$ cat src/design/slxfr_pkg.sv
package slxfr_pkg;

	// Field widths of the stream items
	localparam int BYTE_W   = 8;
	localparam int INDEX_W  = 9;
	localparam int STATUS_W = 3;
	localparam int LEN_W    = 16;
	localparam int OUT_W    = 24;

	// Configuration register indexes and reset values
	localparam int CFG_ADDR_W = 1;
	localparam logic [CFG_ADDR_W-1:0] CFG_SYNC_FIRST  = 1'd0;
	localparam logic [CFG_ADDR_W-1:0] CFG_SYNC_SECOND = 1'd1;
	localparam logic [BYTE_W-1:0] SYNC_FIRST_RST  = 8'h4C;
	localparam logic [BYTE_W-1:0] SYNC_SECOND_RST = 8'h54;

	// Header layout: prefix checksum entries for indexes 0..5, length check at 6
	localparam int PREFIX_DEPTH = 6;
	localparam int PREFIX_AW    = 3;
	localparam int LEN_CHECK_POS = 6;

	typedef enum logic [1:0] {
		PH_HUNT  = 2'd0,
		PH_SYNC1 = 2'd1,
		PH_BODY  = 2'd2
	} phase_t;

	typedef enum logic [STATUS_W-1:0] {
		ST_PROGRESS = 3'd0,
		ST_FRAME_OK = 3'd1,
		ST_LEN_BIG  = 3'd2,
		ST_XOR_BAD  = 3'd3,
		ST_BAD_SYNC = 3'd4,
		ST_OVERFLOW = 3'd5
	} status_t;

	typedef struct packed {
		status_t                status;
		logic                   in_frame;
		logic [INDEX_W-1:0]     byte_index;
		logic [BYTE_W-1:0]      data_byte;
	} result_t;

endpackage

$ cat src/design/sync_length_xor_frame_receiver.sv
// Frame receiver: sync pair, big-endian length in bytes 3 and 4, XOR checksum.
// Input channel s_*: one received byte per item (s_tdata[7:0] = rx_byte).
// Output channel m_*: exactly one result item per input item, in order.
//   Each byte is echoed with its frame index, an in-frame flag and a status
//   (progress, frame ok, length too large, xor mismatch, bad sync, overflow).
// Config port: cfg_we/cfg_addr/cfg_wdata writes sync_first (0) or sync_second (1);
//   write only while no item is in flight.
// Path: a byte accepted is held in the input register, then the frame logic writes its
//   result into the result register.
// Throughput: one item per cycle unless m_tready stalls; one frame-state step per byte,
//   so the per-byte compare/XOR path into the result register sets the rate.
// Stall: when m_tready is low the result register holds and one more byte is
//   kept in the input register; s_tready drops only when both are full.
// Reset: arst_n clears the pipeline valids, returns to sync hunting and restores
//   the sync bytes to 0x4C and 0x54.
module sync_length_xor_frame_receiver #(
	parameter int MAX_LEN = 512
) (
	input  logic                                clk,
	input  logic                                arst_n,
	// s_tdata: rx_byte[7:0]
	input  logic                                s_tvalid,
	output logic                                s_tready,
	input  logic [slxfr_pkg::BYTE_W-1:0]        s_tdata,
	// m_tdata: data_byte[7:0], byte_index[16:8], in_frame[17], status[20:18], zero[23:21]
	output logic                                m_tvalid,
	input  logic                                m_tready,
	output logic [slxfr_pkg::OUT_W-1:0]         m_tdata,
	input  logic                                cfg_we,
	input  logic [slxfr_pkg::CFG_ADDR_W-1:0]    cfg_addr,
	input  logic [slxfr_pkg::BYTE_W-1:0]        cfg_wdata
);
	import slxfr_pkg::*;

	localparam int PW = $clog2(MAX_LEN + 1);
	localparam logic [PW-1:0] LAST_POS = PW'(MAX_LEN - 1);
	localparam logic [LEN_W-1:0] MAX_LEN_C = LEN_W'(MAX_LEN);

	// Configuration registers
	logic [BYTE_W-1:0] sync_first_q, sync_second_q;

	always_ff @(posedge clk or negedge arst_n) begin
		if (!arst_n) begin
			sync_first_q  <= SYNC_FIRST_RST;
			sync_second_q <= SYNC_SECOND_RST;
		end else if (cfg_we) begin
			unique case (cfg_addr)
				CFG_SYNC_FIRST:  sync_first_q  <= cfg_wdata;
				CFG_SYNC_SECOND: sync_second_q <= cfg_wdata;
				default: ;
			endcase
		end
	end

	// Pipeline control
	logic              valid_s1, out_valid_q;
	logic [BYTE_W-1:0] byte_s1;
	logic              adv;

	assign adv      = valid_s1 && (!out_valid_q || m_tready);
	assign s_tready = !valid_s1 || adv;

	always_ff @(posedge clk or negedge arst_n) begin
		if (!arst_n) begin
			valid_s1 <= 1'b0;
		end else if (s_tready) begin
			valid_s1 <= s_tvalid;
		end
	end

	always_ff @(posedge clk) begin
		if (s_tready && s_tvalid) begin
			byte_s1 <= s_tdata;
		end
	end

	// Frame state
	phase_t            phase_q, phase_n;
	logic [PW-1:0]     pos_q, pos_n;
	logic [PW-1:0]     len_q, len_n;
	logic [BYTE_W-1:0] rxor_q, rxor_n;
	logic [BYTE_W-1:0] prefix_q [PREFIX_DEPTH];
	logic              pre_we;
	logic [PREFIX_AW-1:0] pre_addr;

	// Length recovered from prefix checksums: byte3 = p3^p2, byte4 = p4^p3
	logic [LEN_W-1:0]  len_hdr;
	logic [PW-1:0]     len_eff;
	logic [PW:0]       pos_inc;
	logic [BYTE_W-1:0] expect_b;
	result_t           res_n, res_q;

	assign len_hdr = {prefix_q[3] ^ prefix_q[2], prefix_q[4] ^ prefix_q[3]};
	assign len_eff = (pos_q == PW'(LEN_CHECK_POS)) ? PW'(len_hdr) : len_q;
	assign pos_inc = {1'b0, pos_q} + (PW+1)'(1);

	// Expected checksum for the closing byte
	always_comb begin
		expect_b = rxor_q;
		if (len_eff < PW'(7)) begin
			unique case (len_eff[2:0])
				3'd2:    expect_b = prefix_q[0];
				3'd3:    expect_b = prefix_q[1];
				3'd4:    expect_b = prefix_q[2];
				3'd5:    expect_b = prefix_q[3];
				3'd6:    expect_b = prefix_q[4];
				default: expect_b = '0;
			endcase
		end
	end

	// Next frame state and result
	always_comb begin
		phase_n  = phase_q;
		pos_n    = pos_q;
		len_n    = len_q;
		rxor_n   = rxor_q;
		pre_we   = 1'b0;
		pre_addr = '0;
		res_n.data_byte  = byte_s1;
		res_n.byte_index = '0;
		res_n.in_frame   = 1'b0;
		res_n.status     = ST_PROGRESS;
		unique case (phase_q)
			PH_SYNC1: begin
				res_n.byte_index = INDEX_W'(1);
				res_n.in_frame   = 1'b1;
				if (byte_s1 == sync_second_q) begin
					rxor_n   = rxor_q ^ byte_s1;
					pre_we   = 1'b1;
					pre_addr = PREFIX_AW'(1);
					pos_n    = PW'(2);
					phase_n  = PH_BODY;
				end else begin
					res_n.status = ST_BAD_SYNC;
					phase_n      = PH_HUNT;
					pos_n        = '0;
				end
			end
			PH_BODY: begin
				res_n.byte_index = INDEX_W'(pos_q);
				res_n.in_frame   = 1'b1;
				if (pos_q == PW'(LEN_CHECK_POS)) begin
					len_n = PW'(len_hdr);
				end
				priority if (pos_q == PW'(LEN_CHECK_POS) && len_hdr > MAX_LEN_C) begin
					res_n.status = ST_LEN_BIG;
					phase_n      = PH_HUNT;
					pos_n        = '0;
				end else if (len_eff != '0 && pos_inc >= {1'b0, len_eff}) begin
					res_n.status = (byte_s1 == expect_b) ? ST_FRAME_OK : ST_XOR_BAD;
					phase_n      = PH_HUNT;
					pos_n        = '0;
				end else begin
					rxor_n   = rxor_q ^ byte_s1;
					pre_we   = (pos_q < PW'(PREFIX_DEPTH));
					pre_addr = pos_q[PREFIX_AW-1:0];
					pos_n    = PW'(pos_inc);
					if (pos_q == LAST_POS) begin
						res_n.status = ST_OVERFLOW;
						phase_n      = PH_HUNT;
						pos_n        = '0;
					end
				end
			end
			default: begin
				phase_n = PH_HUNT;
				if (byte_s1 == sync_first_q) begin
					res_n.in_frame = 1'b1;
					len_n    = '0;
					rxor_n   = byte_s1;
					pre_we   = 1'b1;
					pre_addr = '0;
					pos_n    = PW'(1);
					phase_n  = PH_SYNC1;
				end
			end
		endcase
	end

	always_ff @(posedge clk or negedge arst_n) begin
		if (!arst_n) begin
			phase_q <= PH_HUNT;
			pos_q   <= '0;
			len_q   <= '0;
			rxor_q  <= '0;
		end else if (adv) begin
			phase_q <= phase_n;
			pos_q   <= pos_n;
			len_q   <= len_n;
			rxor_q  <= rxor_n;
		end
	end

	// Prefix checksum store, entries written before they are read
	always_ff @(posedge clk) begin
		if (adv && pre_we) begin
			prefix_q[pre_addr] <= rxor_n;
		end
	end

	// Result register
	always_ff @(posedge clk or negedge arst_n) begin
		if (!arst_n) begin
			out_valid_q <= 1'b0;
		end else if (adv) begin
			out_valid_q <= 1'b1;
		end else if (m_tready) begin
			out_valid_q <= 1'b0;
		end
	end

	always_ff @(posedge clk) begin
		if (adv) begin
			res_q <= res_n;
		end
	end

	assign m_tvalid = out_valid_q;
	assign m_tdata  = OUT_W'(res_q);

	// Checks
	a_hunt_discard: assert property (@(posedge clk) disable iff (!arst_n)
		(m_tvalid && !res_q.in_frame) |->
			(res_q.status == ST_PROGRESS && res_q.byte_index == '0))
		else $error("discarded byte carries index or status");

	a_sync1_pos: assert property (@(posedge clk) disable iff (!arst_n)
		(phase_q == PH_SYNC1) |-> (pos_q == PW'(1)))
		else $error("second sync phase with wrong position");

	a_body_pos: assert property (@(posedge clk) disable iff (!arst_n)
		(phase_q == PH_BODY) |-> (pos_q >= PW'(2) && pos_q <= LAST_POS))
		else $error("body position out of range");

	a_end_hunts: assert property (@(posedge clk) disable iff (!arst_n)
		(adv && res_n.status != ST_PROGRESS) |=> (phase_q == PH_HUNT && pos_q == '0))
		else $error("frame end did not return to hunting");

	a_bad_sync_idx: assert property (@(posedge clk) disable iff (!arst_n)
		(m_tvalid && res_q.status == ST_BAD_SYNC) |-> (res_q.byte_index == INDEX_W'(1)))
		else $error("bad sync reported away from index 1");

endmodule
$ cat config.mk
export PLATFORM = sky130hd
export DESIGN_NAME = sync_length_xor_frame_receiver
export DESIGN_NICKNAME = d
export VERILOG_FILES = /design/src/design/slxfr_pkg.sv /design/src/design/sync_length_xor_frame_receiver.sv
export SDC_FILE = /design/constraint.sdc
export NUM_CORES = 1
export LEC_CHECK = 0
export ABC_AREA = 1
export BUFFER_PORTS_ARGS = -buffer_cell sky130_fd_sc_hd__buf_2
export CORE_ASPECT_RATIO = 0.75
export CORE_UTILIZATION = 30
export CTS_CLUSTER_SIZE = 12
export DETAILED_ROUTE_END_ITERATION = 16
export PLACE_DENSITY = 0.49
export SLEW_MARGIN = 20
export SYNTH_ARGS = -nofsm -noshare
export SYNTH_HDL_FRONTEND = slang
export SYNTH_SLANG_ARGS = --single-unit
$ cat constraint.sdc
create_clock -name clk -period 9.25 [get_ports clk]
set_input_delay 0.925 -clock clk [delete_from_list [all_inputs] [get_ports clk]]
set_output_delay 0.925 -clock clk [all_outputs]
set_load 0.02 [all_outputs]
# == Word level (Yosys, flattened, before mapping) ==
# Memory sizes are Yosys's and may differ from the RTL's.
# Cells that the tools add are included.
# classes
addsub,1
n_reduce_logical,19
mux,42
n_lt_le_gt_ge,4
n_bitwise,5
n_eq_ne,13
# ops
op,count
$mux W10,6
$mux W8,5
$pmux W10 S2,2
$pmux W8 S5,1
$eq A8 B8 Y1,3
$xor A8 B8 Y8,3
$lt A10 B3 Y1 const B,2
$mux W3,6
$pmux W9 S2,1
$gt A16 B10 Y1 const B,1
$pmux W8 S2,1
$mux W2,6
$pmux W3 S2,2
$add A10 B1 Y11 const B,1
$ge A11 B10 Y1,1
$eq A10 B3 Y1 const B,1
$eq A10 B9 Y1 const B,1
$mux W1,10
$reduce_bool A10 Y1,1
$eq A3 B3 Y1 const B,3
$reduce_and A2 Y1,4
$eq A3 B2 Y1 const B,2
$logic_and A1 B1 Y1,5
$ne A4 B4 Y1 const B,1
11 further kinds,15
# word_totals
register_bits,77
ramBits,48
in_bits,22
mem_count,1
word_cells,98
# memory_table
memory,words,width,rd,rd_ports_with_merged_regs,write_ports,line,rtl
prefix_q,6,8,5,0,1,sync_length_xor_frame_receiver.sv:82,logic [BYTE_W-1:0] prefix_q [PREFIX_DEPTH];

# == Depth between registers and ports, before layout ==
# An unclocked memory read counts as a cell.
# logic_depth
depth_word,11
depth_mapped,28
ltp_nobuf,27

# == Worst setup path after synthesis ==
# No wires, ideal clock.
# synth_timing
path_type,reg2reg
start,reg pos_q[0]
end,mem prefix_q[2][0] (enable)
required_ns,8.867
arrival_ns,3.241
setup_time_ns,0.383
path_buffers,2
stages_incl_launch_ff,24
slack_ns,5.625
path_cell_list,dfrtp_1 -> inv_1 -> ha_1 -> nand3_2 -> nor2_4 -> nand2_4 -> buf_8 -> nand2_1 -> o21ai_4 -> ha_1 -> nand2_1 -> inv_1 -> nand2_1 -> nor2_1 -> nand3_1 -> nor2_1 -> a21oi_1 -> nand3_1 -> nand2_4 -> buf_6 -> nand3_1 -> nand3b_1 -> nand2_1 -> nor3_1
# synth_between
elab_chain_len,10
word_cells_on_any_way,17
cone_classes,add/sub: 1; order compare: 2; eq/ne: 1; mux: 9; reduce/logical: 4
# synth_lines
item,line,rtl
start: declaration,sync_length_xor_frame_receiver.sv:79,"logic [PW-1:0] pos_q, pos_n;"
start signal: assignment,sync_length_xor_frame_receiver.sv:189,pos_q <= pos_n;
branches (longest 10 deep; another with $add A10 B1 Y11),--,
end: declaration,sync_length_xor_frame_receiver.sv:82,
# Several ways; the timed one is not identified.

# == Worst setup path after layout ==
# layout_timing
start,reg pos_q[0]
end,mem prefix_q[1][4] (enable)
# The elaborated chain is that of the path after synthesis.

==> results.txt <==
----------------------------------------------------
[Setup path]
  Worst Path Class, Setup ... reg2reg
  Arrival time of data at the critical path endpoint ... 4.33 ns
  Slowest cell delay on critical path ... 0.65 ns
  Required time reported for the critical path endpoint ... 9.29 ns
  Endpoint kind of the worst setup timing path ... flip-flop
  Maximum net fanout on the critical path ... 16
  Category of the worst setup path launch point ... flip-flop
  Slowest CP cell ... nor2_1
  Cells along the critical path ... inv_1, ha_1, nand3_2, nor2_4, nand2_4, inv_2, nand2_1, o21ai_0, inv_1, ha_1, nand4_1, nor2_1, nand3_1, nor2_1, a21oi_1, nand3_1, nand2_4, nand2_2, o21ai_4, nand3_1, nor2_1

[Clock network]
  # hold bufs at CTS ... 0
  Cts repair resizes ... 0
  Clock latency of the later-clocked register in the worst-skew pair ... 0.42 ns
  Number of clock sinks ... 117
  Buffers inserted during post-CTS setup optimization ... 0
  Num CTS Buffers ... 17
  TritonCTS clock tree ... yes
  # H-tree levels ... 4
  Clock-pin slew on the worst setup and hold paths ... 0.06 ns
  CTS max path bufs ... 2
  Root cell of the clock tree ... clkbuf_16

[Pwr]
  Cell Pwr Density ... 197.3 nW/um2
  Switching Fraction ... 28.03%
  Worst vdd rail ir drop ... 0.1289 mV
  Gate power share ... 12.9%
  Total internal power ... 0.001077 W
  Switching component of the power ... 0.0004195 W
  Share of total power in sequential cells ... 41.7%
  Leakage power ... 3.518 nW
  Share of power burned in the clock network ... 45.4%

[Timing]
  Final hold violation count ... 0
  Worst slew pin tran ... 0.9039 ns
  Setup TNS ... 0 ns
  Final setup violating endpoints ... 0
  Fin crit period ... 4.283 ns
  Ratio of final minimum period to clock period ... 46.30%
  Fmax ... 0.2335 GHz
  Slew headroom ... 38.19%
  Setup repair after global routing missed its margin ... false
  Clock skew after layout ... 0.009554 ns
  Slew Viols, Final ... 0
  Worst Setup Slack, final ... 4.967 ns

[Global routing]
  Global-route wire length before repair ... 26870 um
  Number of global-route vias before repair ... 4743
  Aggregate global-route resource usage ... 16.25%
  Largest net degree at the start of global routing ... 49
  Remaining global-route overflow ... 0
  Initial antenna violation count ... 0

[Synthesis]
  Register area share after synthesis ... 50.51%
  Cell area after synthesis ... 6495 um2
  Post-synthesis cell type count ... 45
  Synth Warn # ... 0
  Gate Count Post-Synth ... 758
  Average cell area after synthesis ... 8.569 um2
  Synthesis-stage register bit count ... 117

[Drt]
  Total DRC errors in the routed layout ... 0
  1st-iter DRT viols ... 400
  Wire per inst ... 15.06 um
  DRT antenna net count ... 0
  First-pass detailed-route iteration total ... 5
  Wire length reported by the detailed router ... 16640 um
  Count of vias placed by the detailed router ... 4994
  Detail-routed via count per cell ... 4.519

[Min path]
  Min-delay worst type ... reg2reg

[Finish]
  Layout cells sized above 1 ... 15.30%
  Nets ... 837
  Ant. Diodes ... 0
  Area Growth Syn to Fin ... 16.78%

[Placed design]
  Post-placement worst setup slack ... 4.874 ns
  Gpl congestion ... 0.8399
  Dpl hpwl ... 12210 um
  Count of buffers from port buffering ... 44

[Floorplan]
  Number of ports placed on the die boundary ... 48
  Height of the die ... 129.4 um
  Starting density of the core ... 30.67%
  FP Rows ... 46
  Die Footprint ... 22250 um2
  Die boundary width ... 171.9 um
  Placeable Area ... 21180 um2

[Outcome]
  Outcome ... completed

[Run]
  Maximum Capacitance Violations ... 0

----------------------------------------------------
-- flip-flops by register name, indices dropped and copies added, names as in the netlist --
signal,flops
prefix_q,40
m_tdata,21
len_q,10
pos_q,10
byte_s1,8
rxor_q,8
sync_first_q,8
sync_second_q,8
phase_q,2
m_tvalid,1
valid_s1,1
-- power groups by stage --
stage,clock network (W),registers [W],logic [W]
finish,0.000680,0.000624,0.000193
global route,0.000722,0.000629,0.000220
CTS,0.000693,0.000624,0.000196
floorplan,0,0.000639,0.000124
detailed placement,0,0.000634,0.000195
global placement,0,0.000633,0.000196
-- per-layer routing --
metal | GRT usage (%) | vias up | part of all wire, %
li1 | - | 2573 | -
met1 | 24.41 | 2317 | 53
met2 | 23.24 | 87 | 43
met3 | 3.451 | 17 | 3.4
met4 | 4.477 | 0 | 1.3
met5 | 0 | - | 0
-- cell usage in the layout (no fill, tap or decap), drive strengths merged, types with 4 or more instances in the layout --
cell and n:
nand2 238, inv 97, edfxtp 69, nand3 63, buf 49, nor2 49, o21ai 46, dfrtp 42
xor2 27, a21oi 21, clkbuf 17, xnor2 15, ha 11, a22oi 9, nand4 8, nor3 8
clkinv 7, dfstp 6, nand3b 5, nor4 4, o22ai 4, o31ai 4
-- cell families after synthesis --
kind of cell | share of synthesized area (%)
other | 0.05774
AOI/OAI and AO/OA | 8.361
buffers and inverters | 7.725
xor gates and xnor gates | 5.664
adders and majority gates | 2.119
DFF | 50.51
and+or+nand+nor | 25.56
-- worst max-delay path, delay by kind of cell, from the launching register on --
family / cells / cell delay [ns]
simple gates: 13 / 2.08
compound gates: 3 / 0.50
fa+ha+maj: 2 / 0.48
flops: 1 / 0.46
buf+inv: 3 / 0.37
-- worst paths after layout --
path	startpoint	end	slack, ns	cells past startpoint
min in group asynchronous	arst_n	pos_q[7]$_DFFE_PN0P_	0.62	2
setup reg to reg	pos_q[0]$_DFFE_PN0P_	prefix_q[1][4]$_DFFE_PP_	4.97	21
setup / recovery	pos_q[0]$_DFFE_PN0P_	prefix_q[1][4]$_DFFE_PP_	4.97	21
max in group asynchronous	arst_n	rxor_q[7]$_DFFE_PN0P_	8.17	2
hold / removal	len_q[8]$_DFFE_PN0P_	len_q[8]$_DFFE_PN0P_	0.50	2
hold reg to reg	len_q[8]$_DFFE_PN0P_	len_q[8]$_DFFE_PN0P_	0.50	2
-- per-stage QoR --
stage / std cells / utilization (%) / power, W / hold slack, ns / cell area [um2]
after floorplan: 760 / - / 0.0007621 / 0.4206 / 6502
after global placement: 1073 / 32.93 / 0.0008295 / 0.4759 / 6975
after detailed placement: 1073 / 32.93 / 0.0008292 / 0.4748 / 6975
after CTS: 1105 / 35.79 / 0.001513 / 0.4934 / 7580
after global routing: 1105 / 35.81 / 0.001571 / 0.5138 / 7585
final: 1105 / 35.81 / 0.001497 / 0.4971 / 7585
-- cells in the mapped netlist --
cell type | count | area [um2]
a2111oi_0 | 1 | 8.760
a211oi_2 | 1 | 12.51
a21oi_1 | 21 | 105.1
a22oi_1 | 9 | 67.56
a311oi_1 | 1 | 8.760
a31oi_1 | 1 | 6.260
buf_1 | 1 | 3.750
buf_2 | 2 | 10.01
buf_4 | 7 | 52.55
buf_6 | 2 | 22.52
buf_8 | 1 | 15.01
clkbuf_1 | 11 | 41.29
clkinv_1 | 1 | 3.750
conb_1 | 1 | 3.750
dfrtp_1 | 42 | 1051
dfstp_2 | 6 | 157.7
edfxtp_1 | 69 | 2072
ha_1 | 11 | 137.6
inv_1 | 87 | 326.6
inv_2 | 7 | 26.28
nand2_1 | 226 | 848.3
nand2_2 | 10 | 62.56
nand2_4 | 2 | 22.52
nand3_1 | 62 | 310.3
nand3_2 | 1 | 10.01
nand3b_1 | 5 | 37.54
nand4_1 | 7 | 43.79
nand4_2 | 1 | 12.51
nor2_1 | 42 | 157.7
nor2_2 | 4 | 25.02
nor2_4 | 3 | 33.78
nor3_1 | 7 | 35.03
nor3_2 | 1 | 10.01
nor3b_1 | 1 | 7.510
nor4_1 | 4 | 25.02
o21ai_0 | 35 | 175.2
o21ai_1 | 6 | 30.03
o21ai_2 | 2 | 17.52
o21ai_4 | 3 | 48.80
o21bai_1 | 1 | 7.510
o22ai_1 | 4 | 25.02
o31ai_1 | 4 | 30.03
or2_2 | 3 | 18.77
xnor2_1 | 15 | 131.4
xor2_1 | 27 | 236.5
-- layout make-up --
cell class	count	area [um2]
timing repair buffer	49	257.7
inverter	95	356.6
clock inverter	15	178.9
multi-input combinational	524	2725
fill	2202	13600
tap	288	360.3
sequential	117	3281
clock buffer	17	425.4
Note: power is estimated with default switching activity, not from simulation.
